**config.mk**
```make
export PLATFORM = sky130hd
export DESIGN_NAME = shadow_quad_extruder
export DESIGN_NICKNAME = d
export VERILOG_FILES = /design/src/hw/rtl/sqe_pkg.sv /design/src/hw/rtl/shadow_quad_extruder.sv
export VERILOG_INCLUDE_DIRS = /design/src /design/src/hw/rtl
export SDC_FILE = /design/constraint.sdc
export NUM_CORES = 2
export LEC_CHECK = 0
export BUFFER_PORTS_ARGS = -buffer_cell sky130_fd_sc_hd__buf_4
export CAP_MARGIN = 20
export CORE_MARGIN = 2
export CORE_UTILIZATION = 25
export DETAILED_ROUTE_END_ITERATION = 10
export PLACE_DENSITY_LB_ADDON = 0.25
export SYNTH_ARGS = -nofsm -noshare
export SYNTH_HDL_FRONTEND = slang
export SYNTH_SLANG_ARGS = --single-unit
```
**constraint.sdc**
```tcl
create_clock -name clock -period 33.1 [get_ports clock]
set_input_delay 0 -clock clock [delete_from_list [all_inputs] [get_ports clock]]
set_output_delay 0 -clock clock [all_outputs]
set_load 0.02 [all_outputs]
```
**src/hw/rtl/assert_macros.svh**
```systemverilog
// assertion helpers shared by the rtl
`ifndef ASSERT_MACROS_SVH
`define ASSERT_MACROS_SVH

`ifndef ASSERT_OFF

// property holds at every clock edge outside reset
`define ASSERT_PROP(label, clk, rst, prop) \
   label: assert property (@(posedge clk) disable iff (rst) prop) \
      else $error("assertion failed");

// condition never holds outside reset
`define ASSERT_NEVER(label, clk, rst, cond) \
   label: assert property (@(posedge clk) disable iff (rst) !(cond)) \
      else $error("forbidden condition seen");

`else

`define ASSERT_PROP(label, clk, rst, prop)
`define ASSERT_NEVER(label, clk, rst, cond)

`endif

`endif

```
**src/hw/rtl/sqe_pkg.sv**
```systemverilog
package sqe_pkg;

   localparam int FAR_SHIFT = 15;

   // quotient magnitude never exceeds 2^(FAR_SHIFT+8)
   localparam int QUO_W     = FAR_SHIFT + 9;
   localparam int CNT_W     = $clog2(QUO_W);

   localparam int VTX_W     = 30;
   localparam int DLT_W     = 31;
   localparam int LEN_W     = 32;
   localparam int REM_W     = 33;
   localparam int CRN_W     = 32;
   localparam int COL_W     = 32;
   localparam int PROD_W    = 2 * DLT_W;

   localparam int REQ_DATA_W = 96;
   localparam int RSP_DATA_W = 96;

   localparam logic [LEN_W-1:0] MIN_LEN = LEN_W'(256);

   localparam int CSR_IDX_W = 1;
   localparam logic [CSR_IDX_W-1:0] REG_LIGHT_X = 1'b0;
   localparam logic [CSR_IDX_W-1:0] REG_LIGHT_Y = 1'b1;

   localparam logic [1:0] CORNER_PREV_VTX = 2'd0;
   localparam logic [1:0] CORNER_PREV_FAR = 2'd1;
   localparam logic [1:0] CORNER_CUR_FAR  = 2'd2;
   localparam logic [1:0] CORNER_CUR_VTX  = 2'd3;

   typedef enum logic [6:0] {
      ST_IDLE  = 7'b0000001,
      ST_LEN   = 7'b0000010,
      ST_DIV   = 7'b0000100,
      ST_MUL_A = 7'b0001000,
      ST_MUL_B = 7'b0010000,
      ST_CMP   = 7'b0100000,
      ST_EMIT  = 7'b1000000
   } state_type;

endpackage

```
**src/hw/rtl/shadow_quad_extruder.sv**
```systemverilog
// channel | dir | handshake            | payload
// req     | in  | req_tvalid/tready    | tdata: vertex_x, vertex_y, shadow_color; tuser: start
// rsp     | out | rsp_tvalid/tready    | tdata: corner_x, corner_y, corner_color; tlast: last
// csr     | in  | csr_valid/csr_ready  | csr_index, csr_data (light origin x / y)
//
// a vertex passes the length step and the bit-serial divider, which runs once per axis, then the
// cross-product multiplies and the compare before any corner goes out; the quad's four corners follow.
// a vertex that is too close or emits no quad skips the divider or the output phase.
// reset is synchronous, active high; it clears the light origin and the previous vertex.
// corners sit in an output register; a stall there holds the sequencer in the output phase.
`include "assert_macros.svh"

module shadow_quad_extruder
   import sqe_pkg::*;
(
   input  logic                   clock,
   input  logic                   reset,
   input  logic                   req_tvalid,
   output logic                   req_tready,
   // [29:0] vertex_x, [59:30] vertex_y, [91:60] shadow_color, [95:92] zero
   input  logic [REQ_DATA_W-1:0]  req_tdata,
   // [0] polygon_start
   input  logic                   req_tuser,
   output logic                   rsp_tvalid,
   input  logic                   rsp_tready,
   // [31:0] corner_x, [63:32] corner_y, [95:64] corner_color
   output logic [RSP_DATA_W-1:0]  rsp_tdata,
   output logic                   rsp_tlast,
   input  logic                   csr_valid,
   output logic                   csr_ready,
   input  logic [CSR_IDX_W-1:0]   csr_index,
   input  logic [VTX_W-1:0]       csr_data
);

   state_type state_ff, state_in;

   logic signed [VTX_W-1:0] light_x_ff, light_x_in;
   logic signed [VTX_W-1:0] light_y_ff, light_y_in;

   logic                    prev_valid_ff, prev_valid_in;
   logic signed [VTX_W-1:0] prev_vx_ff, prev_vx_in;
   logic signed [VTX_W-1:0] prev_vy_ff, prev_vy_in;
   logic signed [DLT_W-1:0] prev_dx_ff, prev_dx_in;
   logic signed [DLT_W-1:0] prev_dy_ff, prev_dy_in;
   logic [CRN_W-1:0]        prev_fx_ff, prev_fx_in;
   logic [CRN_W-1:0]        prev_fy_ff, prev_fy_in;

   logic signed [VTX_W-1:0] vx_ff, vx_in;
   logic signed [VTX_W-1:0] vy_ff, vy_in;
   logic                    start_ff, start_in;
   logic [COL_W-1:0]        color_ff, color_in;
   logic signed [DLT_W-1:0] dx_ff, dx_in;
   logic signed [DLT_W-1:0] dy_ff, dy_in;
   logic [LEN_W-1:0]        len_ff, len_in;
   logic                    valid_ff, valid_in;
   logic [CRN_W-1:0]        fx_ff, fx_in;
   logic [CRN_W-1:0]        fy_ff, fy_in;
   logic [REM_W-1:0]        rem_ff, rem_in;
   logic [QUO_W-1:0]        quo_ff, quo_in;
   logic [CNT_W-1:0]        cnt_ff, cnt_in;
   logic                    div_y_ff, div_y_in;
   logic signed [PROD_W-1:0] prod_a_ff, prod_a_in;
   logic signed [PROD_W-1:0] prod_b_ff, prod_b_in;
   logic [1:0]              corner_ff, corner_in;

   logic                    rsp_tvalid_ff, rsp_tvalid_in;
   logic [CRN_W-1:0]        rsp_x_ff, rsp_x_in;
   logic [CRN_W-1:0]        rsp_y_ff, rsp_y_in;
   logic [COL_W-1:0]        rsp_col_ff, rsp_col_in;
   logic                    rsp_last_ff, rsp_last_in;

   logic                    req_accept;
   logic signed [VTX_W-1:0] req_vx;
   logic signed [VTX_W-1:0] req_vy;
   logic [DLT_W-1:0]        abs_dx;
   logic [DLT_W-1:0]        abs_dy;
   logic [LEN_W-1:0]        len_sum;
   logic                    div_ge;
   logic [REM_W-1:0]        div_diff;
   logic [REM_W-1:0]        rem_after;
   logic [QUO_W-1:0]        quo_next;
   logic                    div_last;
   logic                    div_neg;
   logic signed [VTX_W-1:0] div_v;
   logic [CRN_W-1:0]        q_ext;
   logic [CRN_W-1:0]        far_off;
   logic [CRN_W-1:0]        far_calc;
   logic signed [DLT_W-1:0] mul_a;
   logic signed [DLT_W-1:0] mul_b;
   logic signed [PROD_W-1:0] product;
   logic                    prev_ok;
   logic                    rsp_load;
   logic [CRN_W-1:0]        corner_x;
   logic [CRN_W-1:0]        corner_y;

   assign req_tready = (state_ff == ST_IDLE);
   assign req_accept = req_tvalid && req_tready;
   assign csr_ready  = 1'b1;

   assign req_vx = req_tdata[VTX_W-1:0];
   assign req_vy = req_tdata[2*VTX_W-1:VTX_W];

   assign abs_dx  = dx_ff[DLT_W-1] ? (~dx_ff + DLT_W'(1)) : dx_ff;
   assign abs_dy  = dy_ff[DLT_W-1] ? (~dy_ff + DLT_W'(1)) : dy_ff;
   assign len_sum = LEN_W'(abs_dx) + LEN_W'(abs_dy);

   // restoring divider step, shared between both axes
   assign div_ge    = rem_ff >= REM_W'(len_ff);
   assign div_diff  = rem_ff - REM_W'(len_ff);
   assign rem_after = div_ge ? div_diff : rem_ff;
   assign quo_next  = {quo_ff[QUO_W-2:0], div_ge};
   assign div_last  = (cnt_ff == CNT_W'(QUO_W - 1));
   assign div_neg   = div_y_ff ? dy_ff[DLT_W-1] : dx_ff[DLT_W-1];
   assign div_v     = div_y_ff ? vy_ff : vx_ff;
   assign q_ext     = CRN_W'(quo_next);
   assign far_off   = div_neg ? (~q_ext + CRN_W'(1)) : q_ext;
   assign far_calc  = CRN_W'(div_v) + far_off;

   // shared multiplier for both cross product terms, signed 31 x 31
   assign mul_a   = (state_ff == ST_MUL_A) ? prev_dx_ff : prev_dy_ff;
   assign mul_b   = (state_ff == ST_MUL_A) ? dy_ff : dx_ff;
   assign product = PROD_W'(mul_a) * PROD_W'(mul_b);

   assign prev_ok  = prev_valid_ff && !start_ff;
   assign rsp_load = (state_ff == ST_EMIT) && (!rsp_tvalid_ff || rsp_tready);

   always_comb begin
      corner_x = CRN_W'(vx_ff);
      corner_y = CRN_W'(vy_ff);
      case (corner_ff)
         CORNER_PREV_VTX: begin
            corner_x = CRN_W'(prev_vx_ff);
            corner_y = CRN_W'(prev_vy_ff);
         end
         CORNER_PREV_FAR: begin
            corner_x = prev_fx_ff;
            corner_y = prev_fy_ff;
         end
         CORNER_CUR_FAR: begin
            corner_x = fx_ff;
            corner_y = fy_ff;
         end
         default: begin
            corner_x = CRN_W'(vx_ff);
            corner_y = CRN_W'(vy_ff);
         end
      endcase
   end

   always_comb begin
      state_in      = state_ff;
      light_x_in    = light_x_ff;
      light_y_in    = light_y_ff;
      prev_valid_in = prev_valid_ff;
      prev_vx_in    = prev_vx_ff;
      prev_vy_in    = prev_vy_ff;
      prev_dx_in    = prev_dx_ff;
      prev_dy_in    = prev_dy_ff;
      prev_fx_in    = prev_fx_ff;
      prev_fy_in    = prev_fy_ff;
      vx_in         = vx_ff;
      vy_in         = vy_ff;
      start_in      = start_ff;
      color_in      = color_ff;
      dx_in         = dx_ff;
      dy_in         = dy_ff;
      len_in        = len_ff;
      valid_in      = valid_ff;
      fx_in         = fx_ff;
      fy_in         = fy_ff;
      rem_in        = rem_ff;
      quo_in        = quo_ff;
      cnt_in        = cnt_ff;
      div_y_in      = div_y_ff;
      prod_a_in     = prod_a_ff;
      prod_b_in     = prod_b_ff;
      corner_in     = corner_ff;
      rsp_tvalid_in = rsp_tvalid_ff && !rsp_tready;
      rsp_x_in      = rsp_x_ff;
      rsp_y_in      = rsp_y_ff;
      rsp_col_in    = rsp_col_ff;
      rsp_last_in   = rsp_last_ff;

      if (csr_valid && csr_ready) begin
         unique case (csr_index)
            REG_LIGHT_X: light_x_in = csr_data;
            REG_LIGHT_Y: light_y_in = csr_data;
            default: ;
         endcase
      end

      unique case (state_ff)
         ST_IDLE: begin
            if (req_accept) begin
               vx_in    = req_vx;
               vy_in    = req_vy;
               start_in = req_tuser;
               color_in = req_tdata[2*VTX_W+COL_W-1:2*VTX_W];
               dx_in    = DLT_W'(req_vx) - DLT_W'(light_x_ff);
               dy_in    = DLT_W'(req_vy) - DLT_W'(light_y_ff);
               state_in = ST_LEN;
            end
         end
         ST_LEN: begin
            len_in   = len_sum;
            rem_in   = REM_W'(abs_dx);
            quo_in   = '0;
            cnt_in   = '0;
            div_y_in = 1'b0;
            if (len_sum >= MIN_LEN) begin
               valid_in = 1'b1;
               state_in = ST_DIV;
            end else begin
               // too close to the light: no far point, no quad
               valid_in = 1'b0;
               fx_in    = '0;
               fy_in    = '0;
               state_in = ST_CMP;
            end
         end
         ST_DIV: begin
            rem_in = {rem_after[REM_W-2:0], 1'b0};
            quo_in = quo_next;
            cnt_in = cnt_ff + CNT_W'(1);
            if (div_last) begin
               cnt_in = '0;
               quo_in = '0;
               if (div_y_ff) begin
                  fy_in    = far_calc;
                  state_in = ST_MUL_A;
               end else begin
                  fx_in    = far_calc;
                  rem_in   = REM_W'(abs_dy);
                  div_y_in = 1'b1;
               end
            end
         end
         ST_MUL_A: begin
            prod_a_in = product;
            state_in  = ST_MUL_B;
         end
         ST_MUL_B: begin
            prod_b_in = product;
            state_in  = ST_CMP;
         end
         ST_CMP: begin
            corner_in = CORNER_PREV_VTX;
            // cross product negative when prev_dx*dy < prev_dy*dx
            if (prev_ok && valid_ff && (prod_a_ff < prod_b_ff)) begin
               state_in = ST_EMIT;
            end else begin
               state_in = ST_IDLE;
            end
         end
         ST_EMIT: begin
            if (rsp_load) begin
               rsp_tvalid_in = 1'b1;
               rsp_x_in      = corner_x;
               rsp_y_in      = corner_y;
               rsp_col_in    = color_ff;
               rsp_last_in   = (corner_ff == CORNER_CUR_VTX);
               corner_in     = corner_ff + 2'd1;
               if (corner_ff == CORNER_CUR_VTX) begin
                  state_in = ST_IDLE;
               end
            end
         end
         default: state_in = ST_IDLE;
      endcase

      // the current vertex becomes the previous one as the item finishes
      if (state_ff != ST_IDLE && state_in == ST_IDLE) begin
         prev_valid_in = valid_ff;
         prev_vx_in    = vx_ff;
         prev_vy_in    = vy_ff;
         prev_dx_in    = dx_ff;
         prev_dy_in    = dy_ff;
         prev_fx_in    = fx_ff;
         prev_fy_in    = fy_ff;
      end
   end

   always_ff @(posedge clock) begin
      if (reset) begin
         state_ff      <= ST_IDLE;
         light_x_ff    <= '0;
         light_y_ff    <= '0;
         prev_valid_ff <= 1'b0;
         prev_vx_ff    <= '0;
         prev_vy_ff    <= '0;
         prev_dx_ff    <= '0;
         prev_dy_ff    <= '0;
         prev_fx_ff    <= '0;
         prev_fy_ff    <= '0;
         rsp_tvalid_ff <= 1'b0;
      end else begin
         state_ff      <= state_in;
         light_x_ff    <= light_x_in;
         light_y_ff    <= light_y_in;
         prev_valid_ff <= prev_valid_in;
         prev_vx_ff    <= prev_vx_in;
         prev_vy_ff    <= prev_vy_in;
         prev_dx_ff    <= prev_dx_in;
         prev_dy_ff    <= prev_dy_in;
         prev_fx_ff    <= prev_fx_in;
         prev_fy_ff    <= prev_fy_in;
         rsp_tvalid_ff <= rsp_tvalid_in;
      end
   end

   always_ff @(posedge clock) begin
      vx_ff       <= vx_in;
      vy_ff       <= vy_in;
      start_ff    <= start_in;
      color_ff    <= color_in;
      dx_ff       <= dx_in;
      dy_ff       <= dy_in;
      len_ff      <= len_in;
      valid_ff    <= valid_in;
      fx_ff       <= fx_in;
      fy_ff       <= fy_in;
      rem_ff      <= rem_in;
      quo_ff      <= quo_in;
      cnt_ff      <= cnt_in;
      div_y_ff    <= div_y_in;
      prod_a_ff   <= prod_a_in;
      prod_b_ff   <= prod_b_in;
      corner_ff   <= corner_in;
      rsp_x_ff    <= rsp_x_in;
      rsp_y_ff    <= rsp_y_in;
      rsp_col_ff  <= rsp_col_in;
      rsp_last_ff <= rsp_last_in;
   end

   assign rsp_tvalid = rsp_tvalid_ff;
   assign rsp_tdata  = {rsp_col_ff, rsp_y_ff, rsp_x_ff};
   assign rsp_tlast  = rsp_last_ff;

   // partial remainder stays below twice the divisor
   `ASSERT_NEVER(a_div_rem_bound, clock, reset,
      (state_ff == ST_DIV) && (rem_ff >= {len_ff, 1'b0}))
   // the divider only runs on lengths of MIN_LEN or more
   `ASSERT_NEVER(a_div_len_min, clock, reset, (state_ff == ST_DIV) && (len_ff < MIN_LEN))
   // a new corner is only loaded from the output phase
   `ASSERT_PROP(a_rsp_from_emit, clock, reset,
      $rose(rsp_tvalid_ff) |-> $past(state_ff) == ST_EMIT)
   // loading the fourth corner ends the item with tlast set
   `ASSERT_PROP(a_last_ends_item, clock, reset,
      (rsp_load && corner_ff == CORNER_CUR_VTX) |=> (state_ff == ST_IDLE) && rsp_last_ff)

endmodule
```
==> flow_summary.toml <==
[sta]
worst_pin_slew_ns = 1.187
tns_ns = 0
grt_setup_unrepaired = "false"
max_freq_mhz = 85.71
finalCritPeriodShare_pct = 35.25
slew_headroom_pct = 20.11
skew_ns = 0.09449
setup_viol = 0
maxSlewViolCount = 0
post-route-min-period_ns = 11.67
hold_violations = 0

[grt]
busiest_layer = "met2"
first_global_vias = 58240
antenna_found_initial = 6
grt_pass1_wl_um = 362900
met3_usage_pct = 2.030
met2_usage_pct = 27.03
grt_max_degree = 125
grt-ovfl-total = 0
grt_usage_pct = 15.88
met1_usage_pct = 20.67

[critical_path]
cp_slowest_cell = "fa_1"
worstSetupPathType = "reg2reg"
cp-start-kind = "flop"
crit_required_ns = 33.63
crit_fanout = 45
crit_arrival_ns = 12.20
max_stage_delay_ns = 0.88
end_kind = "flop"
crit_top_cell = "fa_1"

[synth]
synth-main-ff-cell = "edfxtp_1"
avgSynthCellArea_um2 = 9.734
ys_types = 90
syn_inst = 7568
yosys_register_bits = 792
synth_seq_area_share_pct = 28.82
ys_warn_count = 0
synth_edf_count = 537
syn_nets = 9129
async_flop_share_pct = 0
syn-cell-area_um2 = 73670

[clock_network]
cts_buffers = 96
htreeDepth = 3
root_buffer = "clkbuf_16"
clk-insertion-delay-late_ns = 0.79
postCtsSetupBuffers = 0
cts_tree = "built"
worst_setup_hold_path_clk_slew_ns = 0.06
cts.sinks = 792
cts.path.max_buffers = 3

[detailed_routing]
route.detailed.drc = 0
dr.pass1.iters = 9
drt_iter0_drc = 4160
wire_per_inst_um = 19.79
ant_nets = 0
routed_via_density = 4.624
drt-total-wl_um = 236600
via_count = 55280

[outcome]
status = "complete, no violations"

[power]
finalPower_w = 0.008589
peakVddDrop_mv = 0.2073
powerDensity_nw_per_um2 = 99.64
total_leakage_power_nw = 38.93

[die]
coreArea_um2 = 293600
fp-row-count = 199
die_w_um = 546.8
die_area_um2 = 299000
start_util_pct = 25.10
dieHeight_um = 546.8
io_pins = 233

[layout]
fillers = 30710
multi_input_area_um2 = 46590
nNetsFinal = 9514
syn_to_final_growth_pct = 17.01
drive_gt1_share_pct = 7.494
seq_area_um2 = 21230

[job]
max_cap_viol_count = 0

[min_path]
min_path_type = "in2reg"

[placed_design]
globalplace.congestion = 0.8804
dp.final_hpwl_um = 178100
io_buffers = 227
==> cells in the mapped netlist, types with 44 or more instances <==
| cell type | instances | area share, % |
|---|---|---|
| nor2_1 | 890 | 4.5 |
| inv_1 | 1308 | 6.7 |
| nand2b_1 | 44 | 0.37 |
| edfxtp_1 | 537 | 22 |
| a21o_1 | 90 | 0.92 |
| nand3_1 | 51 | 0.35 |
| xor2_1 | 81 | 0.96 |
| fa_1 | 1023 | 28 |
| o21ai_0 | 198 | 1.3 |
| ha_1 | 405 | 6.9 |
| xnor2_1 | 190 | 2.3 |
| clkbuf_1 | 270 | 1.4 |
| a222oi_1 | 58 | 0.79 |
| nor3_1 | 55 | 0.37 |
| dfxtp_1 | 255 | 6.9 |
| nand2_1 | 933 | 4.8 |
| a21oi_1 | 282 | 1.9 |
| mux2i_1 | 309 | 4.2 |
==> path summary, 6_finish.rpt <==
path | slack (ns) | from | to | depth (start not counted)
hold / removal | 0.05 | req_tdata[31] | vy_ff[1] | 2
setup reg to reg | 21.43 | state_ff[6] | prod_a_ff[61] | 36
hold reg to reg | 0.37 | color_ff[15] | rsp_col_ff[15] | 0
setup / recovery | 21.43 | state_ff[6] | prod_a_ff[61] | 36
==> final cells by class <==
type / count / area share (%)
clock inverter: 57 / 0.8506
antenna: 3 / 0.008709
tap: 3919 / 5.689
multi-input combinational: 5150 / 54.05
inverter: 1310 / 5.707
clock buffer: 121 / 3.002
timing repair buffer: 603 / 6.060
sequential: 792 / 24.63
==> per-layer routing <==
metal	routed length (um)	up-vias
li1	-	25060
met1	102300	28420
met2	114000	1469
met3	12010	328
met4	8250	4
met5	24	-
==> where the power goes <==
part,switching (W),internal [W],total [W],leakage (nW)
clock network,0.000470,0.000639,0.00111,1.59
registers,0.0000511,0.00154,0.00159,6.92
logic,0.00359,0.00230,0.00589,30.4
total,0.00411,0.00448,0.00859,38.9
==> worst max-delay path: cells and delay by family, from the launching register on <==
family / cells / cell delay [ns]
buffers and inverters: 10 / 2.15
adder cells (fa/ha/maj): 9 / 4.72
flip-flops: 1 / 0.37
AND/OR/NAND/NOR: 10 / 2.10
XOR/XNOR: 1 / 0.27
AO/OA/AOI/OAI: 6 / 1.75
==> cell usage in the layout, fill, tap and decap left out, types with 97 or more instances in the layout <==
cell type | netlist | final
a21oi_1 | 282 | 281
buf_4 | 1 | 360
clkbuf_16 | 0 | 97
dfxtp_1 | 255 | 255
dlygate4sd3_1 | 0 | 235
edfxtp_1 | 537 | 537
fa_1 | 1023 | 1023
ha_1 | 405 | 401
inv_1 | 1308 | 1307
mux2i_1 | 309 | 284
nand2_1 | 933 | 931
nor2_1 | 890 | 890
o21ai_0 | 198 | 197
xnor2_1 | 190 | 190
==> registers in the layout, indices dropped and copies added, names as in the netlist, 23 cells and up <==
signal and count:
light_y_ff 30, prev_dx_ff 31, prod_a_ff 62, quo_ff 23, prev_vx_ff 30, dx_ff 31, prev_fy_ff 32, color_ff 32
rsp_y_ff 32, rem_ff 33, prev_vy_ff 30, rsp_x_ff 32, rsp_col_ff 32, vx_ff 30, dy_ff 31, light_x_ff 30
vy_ff 30, prod_b_ff 62, fy_ff 32, prev_fx_ff 32, len_ff 32, prev_dy_ff 31, fx_ff 32
==> timing repair <==
item / CTS / global route
hold buffers: 235 / 0
hold endpoints to repair: 336 / 0
resized for setup: 0 / 0
setup endpoints to repair: 0 / 0
==> metrics by stage <==
step / instances / setup slack [ns] / area [um^2] / hold WS [ns] / util, %
after global routing: 11950 / 20.63 / 86190 / 0.03036 / 29.36
after detailed placement: 11530 / 21.39 / 80400 / 0.1796 / 27.39
after global placement: 11530 / 21.50 / 80400 / 0.1791 / 27.39
after CTS: 11950 / 21.31 / 86080 / 0.001417 / 29.32
after floorplan: 7568 / 22.41 / 73670 / 0.09887 / -
final: 11960 / 21.43 / 86200 / 0.04785 / 29.36
==> kinds of logic (layout without fill, tap and decap cells) <==
logic type	after synthesis	after routing	share of synthesized area [%]
AOI/OAI and AO/OA	923	923	8.134
xor gates and xnor gates	271	271	3.222
buffers and inverters	1626	2091	8.293
other	1	4	0.005090
adders and majority gates	1428	1428	34.68
and+or+nand+nor	2217	2217	12.64
muxes	310	310	4.214
DFF	792	792	28.82
Note: power is estimated with default switching activity, not from simulation.
